==> src/two_level_page_walk_with_swap_assert.svh <==
// Assertion macros for the two-level page walk block.
// Used by the top level only; needs no package.
`ifndef TWO_LEVEL_PAGE_WALK_WITH_SWAP_ASSERT_SVH
`define TWO_LEVEL_PAGE_WALK_WITH_SWAP_ASSERT_SVH

// same-cycle implication
`define TWPWS_ASSERT_NOW(label, ck, rn, ante, cons) \
  label: assert property (@(posedge ck) disable iff (!rn) (ante) |-> (cons)) \
    else $error("twpws assertion failed");

// next-cycle implication
`define TWPWS_ASSERT_NEXT(label, ck, rn, ante, cons) \
  label: assert property (@(posedge ck) disable iff (!rn) (ante) |=> (cons)) \
    else $error("twpws assertion failed");

`endif

==> src/twpws_pkg.sv <==
// Shared types and constants of the two-level page walk block.
// No dependencies.
package twpws_pkg;

  localparam int ADDR_W  = 12;
  localparam int DATA_W  = 8;
  localparam int FIELD_W = 5;
  localparam int FRAME_W = 7;
  localparam int VA_W    = 15;

  localparam logic [ADDR_W-1:0]  DIR_BASE_RST = 12'hd80;
  localparam logic [FRAME_W-1:0] NO_FRAME     = 7'h7f;

  localparam logic [1:0] MODE_LOAD_MAIN = 2'd0;
  localparam logic [1:0] MODE_LOAD_DISK = 2'd1;
  localparam logic [1:0] MODE_WALK      = 2'd2;
  localparam logic [1:0] MODE_NONE      = 2'd3;

  localparam logic [1:0] ST_MAIN        = 2'd0;
  localparam logic [1:0] ST_DISK        = 2'd1;
  localparam logic [1:0] ST_TABLE_FAULT = 2'd2;
  localparam logic [1:0] ST_PAGE_FAULT  = 2'd3;

  typedef enum logic [1:0] {
    KIND_LOAD_MAIN,
    KIND_LOAD_DISK,
    KIND_WALK
  } kind_t;

  typedef struct packed {
    kind_t               kind;
    logic [ADDR_W-1:0]   addr;
    logic [DATA_W-1:0]   data;
    logic [FIELD_W-1:0]  dir_idx;
    logic [FIELD_W-1:0]  tab_idx;
    logic [FIELD_W-1:0]  off;
  } cmd_t;

  typedef struct packed {
    logic full;
    logic empty;
  } q_stat_t;

  typedef struct packed {
    logic pop;
    logic busy;
  } bk_stat_t;

endpackage

==> src/twpws_front.sv <==
// Front end: input register, mode decode and virtual address split.
// Depends on twpws_pkg.
module twpws_front
  import twpws_pkg::*;
(
  input  logic                 clk,
  input  logic                 rst_n,
  input  logic                 in_valid,
  output logic                 in_stall,
  input  logic [1:0]           in_mode,
  input  logic [ADDR_W-1:0]    in_load_address,
  input  logic [DATA_W-1:0]    in_load_data,
  input  logic [VA_W-1:0]      in_virtual_address,
  input  q_stat_t              q_stat,
  output logic                 push,
  output cmd_t                 push_cmd
);

  logic fr_valid_r, fr_valid_nxt;
  cmd_t fr_cmd_r, fr_cmd_nxt;
  logic take;
  logic keep;

  assign in_stall = fr_valid_r && q_stat.full;
  assign push     = fr_valid_r && !q_stat.full;
  assign push_cmd = fr_cmd_r;
  assign take     = in_valid && !in_stall;

  always_comb begin
    keep             = 1'b1;
    fr_cmd_nxt       = fr_cmd_r;
    fr_cmd_nxt.addr  = in_load_address;
    fr_cmd_nxt.data  = in_load_data;
    fr_cmd_nxt.dir_idx = in_virtual_address[3*FIELD_W-1:2*FIELD_W];
    fr_cmd_nxt.tab_idx = in_virtual_address[2*FIELD_W-1:FIELD_W];
    fr_cmd_nxt.off     = in_virtual_address[FIELD_W-1:0];
    unique case (in_mode)
      MODE_LOAD_MAIN: fr_cmd_nxt.kind = KIND_LOAD_MAIN;
      MODE_LOAD_DISK: fr_cmd_nxt.kind = KIND_LOAD_DISK;
      MODE_WALK:      fr_cmd_nxt.kind = KIND_WALK;
      MODE_NONE: begin
        fr_cmd_nxt.kind = KIND_WALK;
        keep            = 1'b0;
      end
    endcase
    if (take) begin
      fr_valid_nxt = keep;
    end else if (push) begin
      fr_valid_nxt = 1'b0;
    end else begin
      fr_valid_nxt = fr_valid_r;
    end
  end

  always_ff @(posedge clk) begin
    if (!rst_n) begin
      fr_valid_r <= 1'b0;
    end else begin
      fr_valid_r <= fr_valid_nxt;
    end
  end

  always_ff @(posedge clk) begin
    if (take) begin
      fr_cmd_r <= fr_cmd_nxt;
    end
  end

endmodule

==> config.mk <==
export PLATFORM = sky130hd
export DESIGN_NAME = twpws_front
export DESIGN_NICKNAME = d
export VERILOG_FILES = /design/src/two_level_page_walk_with_swap_assert.svh /design/src/twpws_pkg.sv /design/src/twpws_front.sv
export SDC_FILE = /design/constraint.sdc
export NUM_CORES = 1
export LEC_CHECK = 0
export BUFFER_PORTS_ARGS = -buffer_cell sky130_fd_sc_hd__clkbuf_2
export CORE_ASPECT_RATIO = 1.5
export CORE_UTILIZATION = 40
export CTS_CLUSTER_SIZE = 16
export DETAILED_ROUTE_END_ITERATION = 10
export GPL_ROUTABILITY_DRIVEN = 0
export PLACE_DENSITY = 0.78
export SKIP_LAST_GASP = 1
export SYNTH_ARGS = -nofsm -noshare
export SYNTH_HDL_FRONTEND = slang
export SYNTH_SLANG_ARGS = --single-unit
==> constraint.sdc <==
create_clock -name clk -period 3.3 [get_ports clk]
set_clock_uncertainty 0.2 [all_clocks]
set_input_delay 0.495 -clock clk [delete_from_list [all_inputs] [get_ports clk]]
set_output_delay 0.495 -clock clk [all_outputs]
set_load 0.01 [all_outputs]
Word-level counts from Yosys, hierarchy flattened:

Index checks and enable logic that the tools add are counted.

* eq/ne operators: 3
* multiplexer cells: 4
* reductions and logical operators: 8

Operators by type and width (count)
* $pmux 2 s3: 1
* $eq 2x2->1 const B: 2
* $logic_and 1x1->1: 3
* $mux 1: 3
* $eq 2x1->1 const B: 1
* $logic_not 1->1: 2
* $logic_not 2->1: 1
* $reduce_bool 2->1: 1
* $reduce_or 2->1: 1

* register bits after elaboration: 38
* bits of input ports: 42
* output and inout port bits: 39
* word-level logic and storage cells: 22

Longest topological paths before layout:

* word-level depth: 4
* mapped depth: 2
* mapped depth without buffers: 2

Least setup slack after synthesis:

OpenSTA, ideal clock, no wires.

* path type: in2reg
* start point: input port q_stat[1] (netlist bit)
* end point: register fr_cmd_r, in the netlist push_cmd[0], enable pin
* library setup time: 0.435 ns
* arrival: 2.330 ns
* data required time: 2.665 ns
* path slack: 0.335 ns
* cell stages on the path: 2
* buffers on the path: 0
* cell sequence: and2_4 > nor2b_1

* word-level cells in the longest chain between the ends: 3

RTL lines
* from (decl): line twpws_front.sv:14 `input q_stat_t q_stat,`
* $logic_and 1x1->1: line twpws_front.sv:24 `assign in_stall = fr_valid_r && q_stat.full;`
* $logic_not 1->1: line twpws_front.sv:27 `assign take = in_valid && !in_stall;`
* $logic_and 1x1->1: line twpws_front.sv:27
* via take: line twpws_front.sv:21 `logic take;`
* to (signal assigned): line twpws_front.sv:65 `fr_cmd_r <= fr_cmd_nxt;`
* to (decl): line twpws_front.sv:20 `cmd_t fr_cmd_r, fr_cmd_nxt;`

The timed path passes the listed nets, and every way through them passes these cells.
A chain may end at the register's enable or synchronous reset.

Final worst setup path:

* start point: input port q_stat[1] (netlist bit)
* end point: register fr_cmd_r, in the netlist push_cmd[7], enable pin

The elaborated chain is that of the path after synthesis.

==> metrics.md <==
| Metric | Value |
|---|---|
| Reg2Reg Depth | `2` |
| CTS tree | `built` |
| Global-route total usage across every layer | `0.134` |
| Fmax | `between 0.5 and 0.6 GHz` |
| Cells after synthesis | `45` |
| Rel. slew slack | `0.347` |
| Largest net degree at the start of global routing | `38` |
| CP Depth | `3` |
| Final Cell Area | `between 0.0015 and 0.002 mm^2` |
| Core Footprint | `0.00273 mm^2` |
| Cell taking the most area after synthesis | `edfxtp_1` |
| Proportion of layout cells with a drive suffix above 1 | `0.656` |
| CP endpoint | `push_cmd[7]` |
| Fin util | `0.623` |
| Setup crit start | `q_stat[1]` |
| Met3 WL | `84 um` |
| Area occupied by multi-input gates | `51.3 um^2` |
| Clock sinks | `38` |
| CP Buf/Inv Count | `1` |
| Crit path max fanout | `37` |
| Non-Filler Instances | `between 150 and 200` |
| FF-to-FF Start | `fr_valid_r` |
| Setup-failing EPs final | `0` |
| Tmin final | `1.82 ns` |
| Vias in the first global route | `635` |
| Vias | `710` |
| Worst hold path type | `in -> reg` |
| Leak Pwr | `0.763 nW` |
| RSZ-0062 raised after global routing | `false` |
| # hold bufs at CTS | `0` |
| Fillers | `231` |
| Clock root cell | `clkbuf_8` |
| Slowest stage cell, crit path | `nor2b_4` |
| Sw Ratio | `0.200` |
| Power density cells | `544 mW/mm^2` |
| Post-CTS setup buffer count | `0` |
| WL final | `2.11 mm` |
| Pre-CTS setup slack | `between 1 and 1.5 ns` |
| Initial antenna violation count | `0` |
| VDD IR-drop max | `0.360 mV` |
| Final Hold Fails | `0` |
| Crit path capture type | `register` |
| P_sw | `about 0.00019 W` |
| Syn_nets | `87` |
| Commonest non-fill, non-tap cells in the layout | `clkbuf_2, edfxtp_1, clkbuf_8` |
| Placed cell areas | `approximately 0.0016 mm^2` |
| Reg2Reg Setup Slack | `1.50 ns` |
| Slew Viols, Final | `0` |
| Area grow syn2layout | `44.6%` |
| Internal Power | `approximately 0.00074 W` |
| Antenna-violating nets left | `0` |
| Setup Crit Path Kind | `in -> reg` |
| Clk_lat worst skew | `0.27 ns` |
| Yosys warning count | `0` |
| Status | `finished, final reports clean` |
| Register Area | `0.00113 mm^2` |
| Max-capacitance violation count | `0` |
| Clk buf depth | `2` |
| Comb pwr share | `0.086` |
| Initial Utilization | `0.431` |
| Num CTS Buffers | `5` |
| DIE AREA | `0.00317 mm^2` |
| CP Data Required Time | `between 2 and 3 ns` |
| Clk slew on worst S/H paths | `0.07 ns` |
| Max incr delay on CP | `0.76 ns` |
| Setup tns final | `0 ns` |
| Slew @ Worst Pin | `0.978 ns` |
| Arrival time worst endpoint | `1.51 ns` |
| First-pass GRT wire length | `2.71 mm` |
| Remaining routing DRC violations | `0` |
| Register area share after synthesis | `0.960` |
| Post-synthesis area per instance | `26.2 um^2` |
| Placed Cells | `160` |
| Met1 WL | `693 um` |
| Highest metal used | `met4` |
| Reg2reg end | `push_cmd[7]` |
| NumNets Final | `roughly 170` |
| Row cnt | `23` |
| Routed WL per cell | `12.6 um` |
| Top-level port count | `81` |
| Mapped cell area | `roughly 0.0012 mm^2` |
| Htree depth | `2` |
| Die W | `~46 um` |
| DP HPWL | `1.65 mm` |
| Vias per cell | `approximately 4.2` |
| Final WS setup | `1.48 ns` |
| Drt first pass iters | `3` |
| Die height | `68.5 um` |
| Synth top area share | `0.943` |
| Cells along the critical path | `clkbuf_2, and2_4, nor2b_4` |
| CP top delay family | `simple AND/OR/NAND/NOR gates` |
| Port bufs | `79` |
| Routed wl met2 | `1.30 mm` |
| Synth top area cells | `edfxtp_1, dfxtp_1, nor2b_1` |
| Kind of start point of the critical path | `primary input` |
| Leading cell type in the layout, fill and taps excluded | `clkbuf_2` |
| Post-synthesis register bit count | `38` |
| Resize count post-CTS | `0` |
| Final worst-path cycle share | `0.552` |
| Sequential share of power | `0.616` |
| Clk pwr share | `0.298` |
| Grt total ovfl | `0` |
| 1st-iter DRT viols | `12` |
| Yosys cell types | `8` |
| N_diodes | `0` |
how the worst min path moves through the flow:
stage	start	to	slack, ns	depth (start not counted)
final	in_load_address[5]	push_cmd[28]	0.19	1
after global routing	in_virtual_address[2]	push_cmd[2]	0.18	1
after CTS	in_load_address[10]	push_cmd[33]	0.19	1
after detailed placement	fr_valid_r	fr_valid_r	0.42	2
after global placement	fr_valid_r	fr_valid_r	0.40	2
after floorplan	fr_valid_r	fr_valid_r	0.39	2
final cells by class:
cell class,instances,area share
Sequential cell,38,0.664
Timing Repair Buffer,79,0.232
Clock buffer,5,0.0404
Multi-Input combinational cell,6,0.0301
Tap cell,37,0.0272
Clock inverter,3,0.00661
per-layer routing:
layer / GRT usage / up-vias
met5: 0 / -
met4: 0.0882 / 0
met3: 0.0501 / 2
met2: 0.231 / 34
met1: 0.124 / 332
li1: - / 342
through the flow:
stage,hold WS [ns],total power (W)
floorplan,0.391,0.000610
global placement,0.398,0.000658
detailed placement,0.422,0.000663
CTS,0.187,0.000940
global route,0.177,0.000963
finish,0.195,0.000927
power by group through the flow:
stage / logic (W) / registers (W) / clock network (W)
after floorplan: 0.0000124 / 0.000598 / 0
after global placement: 0.0000780 / 0.000580 / 0
after detailed placement: 0.0000815 / 0.000582 / 0
after CTS: 0.0000816 / 0.000571 / 0.000287
after global routing: 0.0000868 / 0.000574 / 0.000302
final: 0.0000797 / 0.000571 / 0.000276
Yosys cell counts (all sizes together):
library cell / count
edfxtp: 37
nor2b: 2
a21boi: 1
and2: 1
and2b: 1
clkbuf: 1
dfxtp: 1
o21a: 1
logic make-up after synthesis:
group,count (synthesis),synth area share
compound gates,2,0.0127
simple gates,4,0.0244
flops,38,0.960
buf+inv,1,0.00318
state kept, by name, summed over array words and instances, names as in the netlist:
name / flops
push_cmd: 37
fr_valid_r: 1
Power figures use the tool's default switching activity.
