File: config.mk
export PLATFORM = sky130hd
export DESIGN_NAME = twpws_queue
export DESIGN_NICKNAME = d
export VERILOG_FILES = /design/src/two_level_page_walk_with_swap_assert.svh /design/src/twpws_pkg.sv /design/src/twpws_queue.sv
export SDC_FILE = /design/constraint.sdc
export NUM_CORES = 1
export LEC_CHECK = 0
export ABC_AREA = 0
export BUFFER_PORTS_ARGS = -buffer_cell sky130_fd_sc_hd__buf_2
export CORE_MARGIN = 10
export CORE_UTILIZATION = 45
export DETAILED_ROUTE_END_ITERATION = 6
export GPL_TIMING_DRIVEN = 0
export HOLD_SLACK_MARGIN = 0.1
export PLACE_DENSITY_LB_ADDON = 0.15
export SLEW_MARGIN = 20
export SYNTH_ARGS = -nofsm -noshare
export SYNTH_HDL_FRONTEND = slang
export SYNTH_SLANG_ARGS = --single-unit
File: constraint.sdc
create_clock -name clk -period 4.9 [get_ports clk]
set_clock_uncertainty 0.15 [all_clocks]
set_input_delay 0.49 -clock clk [delete_from_list [all_inputs] [get_ports clk]]
set_output_delay 0.49 -clock clk [all_outputs]
set_load 0.03 [all_outputs]
File: src/two_level_page_walk_with_swap_assert.svh
// Assertion macros for the two-level page walk block.
// Used by the top level only; needs no package.
`ifndef TWO_LEVEL_PAGE_WALK_WITH_SWAP_ASSERT_SVH
`define TWO_LEVEL_PAGE_WALK_WITH_SWAP_ASSERT_SVH

// same-cycle implication
`define TWPWS_ASSERT_NOW(label, ck, rn, ante, cons) \
  label: assert property (@(posedge ck) disable iff (!rn) (ante) |-> (cons)) \
    else $error("twpws assertion failed");

// next-cycle implication
`define TWPWS_ASSERT_NEXT(label, ck, rn, ante, cons) \
  label: assert property (@(posedge ck) disable iff (!rn) (ante) |=> (cons)) \
    else $error("twpws assertion failed");

`endif

File: src/twpws_pkg.sv
// Shared types and constants of the two-level page walk block.
// No dependencies.
package twpws_pkg;

  localparam int ADDR_W  = 12;
  localparam int DATA_W  = 8;
  localparam int FIELD_W = 5;
  localparam int FRAME_W = 7;
  localparam int VA_W    = 15;

  localparam logic [ADDR_W-1:0]  DIR_BASE_RST = 12'hd80;
  localparam logic [FRAME_W-1:0] NO_FRAME     = 7'h7f;

  localparam logic [1:0] MODE_LOAD_MAIN = 2'd0;
  localparam logic [1:0] MODE_LOAD_DISK = 2'd1;
  localparam logic [1:0] MODE_WALK      = 2'd2;
  localparam logic [1:0] MODE_NONE      = 2'd3;

  localparam logic [1:0] ST_MAIN        = 2'd0;
  localparam logic [1:0] ST_DISK        = 2'd1;
  localparam logic [1:0] ST_TABLE_FAULT = 2'd2;
  localparam logic [1:0] ST_PAGE_FAULT  = 2'd3;

  typedef enum logic [1:0] {
    KIND_LOAD_MAIN,
    KIND_LOAD_DISK,
    KIND_WALK
  } kind_t;

  typedef struct packed {
    kind_t               kind;
    logic [ADDR_W-1:0]   addr;
    logic [DATA_W-1:0]   data;
    logic [FIELD_W-1:0]  dir_idx;
    logic [FIELD_W-1:0]  tab_idx;
    logic [FIELD_W-1:0]  off;
  } cmd_t;

  typedef struct packed {
    logic full;
    logic empty;
  } q_stat_t;

  typedef struct packed {
    logic pop;
    logic busy;
  } bk_stat_t;

endpackage

File: src/twpws_queue.sv
// Command queue between front and back end.
// Depends on twpws_pkg.
module twpws_queue
  import twpws_pkg::*;
#(
  parameter int DEPTH = 4
) (
  input  logic    clk,
  input  logic    rst_n,
  input  logic    push,
  input  cmd_t    push_cmd,
  input  logic    pop,
  output cmd_t    head,
  output q_stat_t q_stat
);

  localparam int PW = (DEPTH > 1) ? $clog2(DEPTH) : 1;
  localparam int CW = $clog2(DEPTH + 1);
  localparam logic [PW-1:0] LAST = PW'(DEPTH - 1);
  localparam logic [CW-1:0] FULL_CNT = CW'(DEPTH);

  cmd_t            ent_r [DEPTH];
  logic [PW-1:0]   wp_r, wp_nxt;
  logic [PW-1:0]   rp_r, rp_nxt;
  logic [CW-1:0]   cnt_r, cnt_nxt;
  logic            do_push, do_pop;

  assign q_stat.full  = (cnt_r == FULL_CNT);
  assign q_stat.empty = (cnt_r == '0);
  assign head         = ent_r[rp_r];
  assign do_push      = push && !q_stat.full;
  assign do_pop       = pop && !q_stat.empty;

  always_comb begin
    wp_nxt  = wp_r;
    rp_nxt  = rp_r;
    cnt_nxt = cnt_r;
    if (do_push) begin
      wp_nxt = (wp_r == LAST) ? '0 : wp_r + PW'(1);
    end
    if (do_pop) begin
      rp_nxt = (rp_r == LAST) ? '0 : rp_r + PW'(1);
    end
    priority if (do_push && !do_pop) begin
      cnt_nxt = cnt_r + CW'(1);
    end else if (do_pop && !do_push) begin
      cnt_nxt = cnt_r - CW'(1);
    end
  end

  always_ff @(posedge clk) begin
    if (!rst_n) begin
      wp_r  <= '0;
      rp_r  <= '0;
      cnt_r <= '0;
    end else begin
      wp_r  <= wp_nxt;
      rp_r  <= rp_nxt;
      cnt_r <= cnt_nxt;
    end
  end

  always_ff @(posedge clk) begin
    if (do_push) begin
      ent_r[wp_r] <= push_cmd;
    end
  end

endmodule

### Yosys cells after proc, flatten, opt, wreduce, memory -nomap -nowiden

Memories as Yosys holds them, arrays and structs flattened. A register that Yosys moved wholly into a read port is not among the register bits.
Index checks and enable logic that the tools add are counted.

| word-level totals | value |
|---|---|
| RAM bits | 148 |
| word-level logic and storage cells | 29 |
| flip-flop bits (word level) | 7 |
| bits of input ports | 41 |
| memories kept | 1 |

| operators by class | value |
|---|---|
| mux-type cells | 8 |
| equal/unequal tests | 3 |
| add/subtract/negate cells | 4 |
| reductions and logical operators | 10 |

Memory list:

| name | words | bits a word | rd ports | clocked after Yosys merged registers in | wr ports | line | RTL |
|---|---|---|---|---|---|---|---|
| ent_r | 4 | 37 | 1 | 1 | 1 | twpws_queue.sv:22 | `cmd_t ent_r [DEPTH];` |

Operators with widths:

| kind | number |
|---|---|
| $mux 2 | 4 |
| $mux 3 | 2 |
| $add 2x1->2 const B | 2 |
| $eq 2x2->1 const B | 2 |
| $logic_and 1x1->1 | 4 |
| $logic_not 1->1 | 4 |
| $add 3x1->3 const B | 1 |
| $eq 3x3->1 const B | 1 |
| $logic_not 3->1 | 1 |
| $sub 3x1->3 const B | 1 |
| $mux 1 | 2 |
| $reduce_bool 2->1 | 1 |

### Logic depth before layout (Yosys ltp)

Gate-level depths: netlist (run 1).

| depth | value |
|---|---|
| depth after elaboration | 7 |
| mapped depth | 9 |
| mapped depth without buffers | 8 |

### Worst setup path after synthesis (run 1)

Ideal clock, no wire load.

| timing path | value |
|---|---|
| path type | flip-flop to flip-flop |
| start point | reg cnt_r[0] |
| end point | mem ent_r[0][0] in the netlist's numbering (enable) |
| library setup time | 0.398 ns |
| buffers on the path | 1 |
| cell stages (with the launch flop) | 5 |
| arrival time | 1.763 ns |
| setup slack | 2.589 ns |
| required time | 4.352 ns |
| path through | dfxtp_1 -> nor3b_2 -> nor2b_1 -> buf_2 -> and2_1 |

RTL lines:

| what | line | RTL |
|---|---|---|
| start, declared | twpws_queue.sv:25 | `logic [CW-1:0] cnt_r, cnt_nxt;` |
| start signal, assigned | twpws_queue.sv:59 | `cnt_r <= cnt_nxt;` |
| end, declared | twpws_queue.sv:22 |  |

==> results of run 1 <==
area by class of cell:
type | instances | area (um^2) | area share
flip-flops and latches | 157 | 4620 | 0.644
multi-input cells | 74 | 1140 | 0.160
repair buffers | 83 | 475 | 0.0663
clock buffers | 18 | 429 | 0.0598
well taps | 172 | 215 | 0.0300
clock inverters | 14 | 175 | 0.0244
plain buffers | 10 | 100 | 0.0139
inverters | 3 | 11.3 | 0.00157
per-stage QoR:
stage	power [mW]	cell area, um^2	std cells	setup slack, ns
after global routing	4.26	7180	531	2.28
after floorplan	2.49	5880	244	2.59
after detailed placement	2.81	6570	499	2.44
final	4.08	7180	531	2.40
after CTS	4.14	7180	531	2.32
after global placement	2.78	6490	495	1.82
cells in the mapped netlist (2+ instances only):
library cell / instances
mux4_2: 30
inv_1: 3
buf_12: 3
mux2i_1: 3
mux4_1: 7
dfxtp_1: 9
o21ai_0: 3
nor2b_1: 2
nand2_1: 6
edfxtp_1: 148
buf_2: 4
nor2_1: 2
and2_1: 5
nand3_1: 2
ha_1: 6
how the worst max path moves through the flow:
stage,slack (ns),to,startpoint
finish,2.40,head[23],flip-flop
CTS,2.32,head[23],flip-flop
floorplan,2.59,ent_r[0][0]$_DFFE_PP_,cnt_r[0]$_SDFFE_PN0P_
detailed placement,2.44,cnt_r[2]$_SDFFE_PN0P_,cnt_r[0]$_SDFFE_PN0P_
global placement,1.82,ent_r[3][4]$_DFFE_PP_,push
global route,2.28,cnt_r[2]$_SDFFE_PN0P_,cnt_r[1]$_SDFFE_PN0P_
flip-flops by register name (all words and copies together), names as in the netlist, named ones only:
| signal | cells |
|---|---|
| cnt_r | 3 |
| ent_r | 148 |
| rp_r | 2 |
| wp_r | 2 |
critical path: cells and delay by family, from the launching register on:
kind | cells | cell delay, ns
buffers and inverters | 3 | 0.77
multiplexers | 1 | 0.37
flip-flops | 1 | 0.30
power by group through the flow:
stage | Sequential [mW] | Clock [mW] | Combinational [mW]
6_report | 1.68 | 1.33 | 1.07
5_1_grt | 1.69 | 1.42 | 1.15
4_1_cts | 1.68 | 1.35 | 1.10
3_5_place_dp | 1.71 | 0 | 1.10
3_3_place_gp | 1.71 | 0 | 1.07
2_1_floorplan | 1.70 | 0 | 0.792
cells by family (layout without fill, tap and decap cells):
| group | Yosys count | after routing |
|---|---|---|
| simple gates | 20 | 20 |
| mux | 40 | 40 |
| compound gates | 5 | 5 |
| fa+ha+maj | 7 | 7 |
| flops | 157 | 157 |
| xor+xnor | 2 | 2 |
| buf+inv | 13 | 128 |
per-layer routing:
metal | vias to the layer above | GRT usage | wire length, um
li1 | 1227 | - | -
met1 | 1363 | 0.141 | 4440
met2 | 66 | 0.191 | 5130
met3 | 13 | 0.0489 | 630
met4 | 2 | 0.0580 | 145
met5 | - | 0 | 12
==> summary.txt, run 1 <==
Status = finished clean
Clock Pin Slew Worst Setup and Hold Paths = 0.06 ns
Synth top area share = 0.756
Area grow syn2layout = 22.1%
# hold bufs at CTS = 0
Post_cts resized = 0
Reg2Reg Depth = 7
Crit path max fanout = 10
Unrepaired setup endpoints after global routing = false
H-tree level count = 4
Initial DRC Count = 137
Final setup violation count = 0
Startpoint types = flip-flop
Gr usage total = 0.121
Hold Startpoint = push_cmd[28]
Nets = 394
CTS tree = done
Sequential share of the synthesized area = 0.787
Initial antenna violation count = 1
Antenna Cells = 0
Avg Inst Size Synth = 24.1 um^2
Clk_lat worst skew = 0.41 ns
Total number of vias = 2671
Synth Area in Adders = 0.0162
Post-Syn Area = 0.00588 mm^2
Fin crit share = 0.510
Synth Area in Compound Gates = 0.00511
Slowest stage delay, CP = 0.37 ns
Core Util, Final = 0.564
Final hold vios = 0
Cell taking the most area after synthesis = edfxtp_1
Power per cell area = 568 mW/mm^2
Combinational power share = 0.262
Worst-margin pin slew = 0.553 ns
Initial DRT Pass Iterations = 4
Most used cell, CP = buf_2
Maximum VDD drop = 275 uV
Hold Path Depth = 1
# Max-Cap Violations = 0
DP Wirelength = 6.65 mm
Die ar. = 0.0180 mm^2
Seq cells post-synth = 157
Synth Area in Simple Gates = 0.0183
Maximum clock frequency = 400 MHz
Switching pwr = 1.17 mW
First-pass GRT wire length = 16.2 mm
Mux cell area share after synthesis = 0.151
# DRC = 0
Worst Hold Class = input pin to flip-flop
Internal = 2.90 mW
Leak = 2.48 nW
Hold path endpoint = ent_r[0][28]$_DFFE_PP_
Port Buffers = 79
R2r setup slk = 2.46 ns
Fin crit period = 2.50 ns
Total CTS buffers = 17
Clock Power Share = 0.326
Count of flip-flops with a built-in enable after synthesis = 148
Initial Utilization = 0.462
Sequential power share = 0.412
Synth Area in XOR/XNOR = 0.00298
Final WL = 10.4 mm
Core Area = 0.0127 mm^2
Commonest non-fill, non-tap cell in the layout = edfxtp_1
Top_reg_cell synth = edfxtp_1
Synth unique cells = 26
Rel. slew slack = 0.632
Sw Share = 0.288
FILL cells = 1044
Pin count of the biggest net entering global routing = 27
Data required time of the worst path = 4.26 ns
Syn Inst Count = 244
Vias per inst = 5.03
Vias in the first global route = 2962
Worst path arrival time = 1.86 ns
Post-synth ARST share = 0
Die height = 134 um
WL/cell = 19.5 um
Setup Buffers After CTS = 0
Ys Warns = 0
CP Class = flip-flop to output port
Root Driver = clkbuf_16
Final max-slew violation count = 0
Setup crit end kind = output port
Worst r2r dst = cnt_r[2]$_SDFFE_PN0P_
Maximum clock path buffer count = 2
GPL Wtd Cong = 0.680
Fin Hold WS = 0.137 ns
Synth Net Count = 292
Antenna viol nets, final = 0
Row cnt = 41
I/O pin total = 80
CTS sink count = 157
Die W = 134 um
Slowest CP cell = mux4_2
RR Startpoint = cnt_r[1]$_SDFFE_PN0P_
Commonest cells after routing, fill and taps aside = edfxtp_1 (148), buf_2 (83), mux4_2 (30)
Top cells by area, synth = edfxtp_1 (76%), mux4_2 (11%), mux4_1 (3.1%)
Cell Chain, Critical Path = clkbuf_2, buf_2, mux4_2, buf_2
Overflow after GRT = 0
TNS Setup = 0 ns
Fraction of layout cells with a size suffix above 1 = 0.426
Largest family of logic cells by synthesized area = multiplexers
No activity file was read; power rests on OpenSTA's default activity.
==> run 2, diff against run 1 <==
Clock period 4.9 ns to 2.2 ns, I/O delays scaled along.
==> summary.txt, run 2 (synthesis results as in run 1) <==
Die W = 134 um
Power per cell area = 1200 mW/mm^2
Die height = 134 um
Final worst slack = 0.0501 ns
Die ar. = 0.0180 mm^2
Overflow after GRT = 0
CP Class = flip-flop to output port
Initial antenna violation count = 0
Fin crit period = 2.15 ns
Biggest regs = ent_r (148), cnt_r (3)
Pin count of the biggest net entering global routing = 38
Row cnt = 41
Core Util, Final = 0.606
Worst-margin pin slew = 0.611 ns
First-pass GRT wire length = 17.1 mm
Maximum clock frequency = 465 MHz
Slowest CP cell = mux4_2
Maximum clock path buffer count = 2
Cell Chain, Critical Path = buf_12, buf_12, mux4_2, buf_2
Startpoint types = flip-flop
Final setup violation count = 0
Most flops, register = ent_r
Crit path max fanout = 8
Rel. slew slack = 0.593
Clk_lat worst skew = 0.41 ns
DP Wirelength = 6.19 mm
Commonest cells after routing, fill and taps aside = edfxtp_1 (148), buf_2 (56), dlygate4sd3_1 (41)
Gr usage total = 0.126
Fin Hold WS = 0.353 ns
Pre-CTS WS = -0.128 ns
Post-route insts no fill = 575
Setup crit end kind = output port
Total CTS buffers = 17
Initial DRT Pass Iterations = 4
Core Area = 0.0127 mm^2
Antenna Cells = 0
Fraction of layout cells with a size suffix above 1 = 0.409
Hold Path Depth = 2
WL/cell = 18.7 um
GPL Wtd Cong = 0.669
Status = finished clean
CTS tree = done
Root Driver = clkbuf_16
H-tree level count = 4
Clock Pin Slew Worst Setup and Hold Paths = 0.06 ns
# Max-Cap Violations = 0
Reg2Reg Depth = 9
I/O pin total = 80
Final hold vios = 0
Maximum VDD drop = 705 uV
Commonest non-fill, non-tap cell in the layout = edfxtp_1
CTS sink count = 157
Area grow syn2layout = 31.1%
Vias per inst = 4.95
Nets = 438
Total number of vias = 2844
Vias in the first global route = 3209
Data required time of the worst path = 1.83 ns
Initial DRC Count = 207
Port Buffers = 79
Worst Hold Class = flip-flop to flip-flop
Fin crit share = 0.977
Max reg flops = 148
# DRC = 0
Final max-slew violation count = 0
Slowest stage delay, CP = 0.51 ns
Initial Utilization = 0.462
Worst path arrival time = 1.78 ns
Leak = 2.68 nW
Final WL = 10.8 mm
Antenna viol nets, final = 0
DP Cell Count = 495
Most used cell, CP = buf_12
Unrepaired setup endpoints after global routing = true
-- run 2: final timing paths --
path / slack (ns) / from / to
worst max-delay path: 0.05 / flip-flop / head[9]
worst min-delay path: 0.35 / wp_r[1]$_SDFFE_PN0P_ / wp_r[1]$_SDFFE_PN0P_
worst max register to register: 0.09 / cnt_r[2]$_SDFFE_PN0P_ / cnt_r[2]$_SDFFE_PN0P_
worst min register to register: 0.35 / wp_r[1]$_SDFFE_PN0P_ / wp_r[1]$_SDFFE_PN0P_
-- run 2: metrics by stage --
stage / TNS (ns) / instance area, um^2 / power, mW
3_3_place_gp: -10.92 / 6500 / 6.20
6_report: 0 / 7700 / 9.21
2_1_floorplan: 0 / 5890 / 5.56
4_1_cts: -1.58 / 7490 / 8.98
5_1_grt: -0.0935 / 7700 / 9.65
3_5_place_dp: -8.25 / 6500 / 6.23
-- run 2: worst max-delay path, delay by kind of cell (launching register included) --
kind / cells / cell delay, ns
buf+inv: 3 / 0.49
flops: 1 / 0.35
mux: 1 / 0.51
-- run 2: where the power goes --
part | switching [mW] | total [mW] | internal, mW
logic | 1.51 | 2.86 | 1.35
clock network | 1.05 | 2.57 | 1.52
registers | 0.123 | 3.78 | 3.66
total | 2.68 | 9.21 | 6.53
-- run 2: routing by layer --
| metal | vias up | track usage | part of all wire |
|---|---|---|---|
| met5 | - | 0 | 0 |
| met1 | 1439 | 0.149 | 0.44 |
| met2 | 70 | 0.198 | 0.49 |
| li1 | 1315 | - | - |
| met3 | 20 | 0.0441 | 0.047 |
| met4 | 0 | 0.0653 | 0.020 |
-- run 2: layout make-up --
class                   instances  area, um^2
fillers                       960        5020
flip-flops and latches        157        4630
multi-input cells              74        1170
repair buffers                127        1040
clock buffers                  21         440
well taps                     172         215
plain buffers                  10         121
clock inverters                11        76.3
inverters                       3        11.3
-- run 2: timing repair --
action | 4_1_cts | 5_1_grt
pin swaps | 0 | 2
endpoints found under the setup margin | 179 | 145
hold buffers | 41 | 0
cloned | 1 | 3
setup buffers | 0 | 3
hold endpoints to repair | 154 | 0
resized for setup | 14 | 67
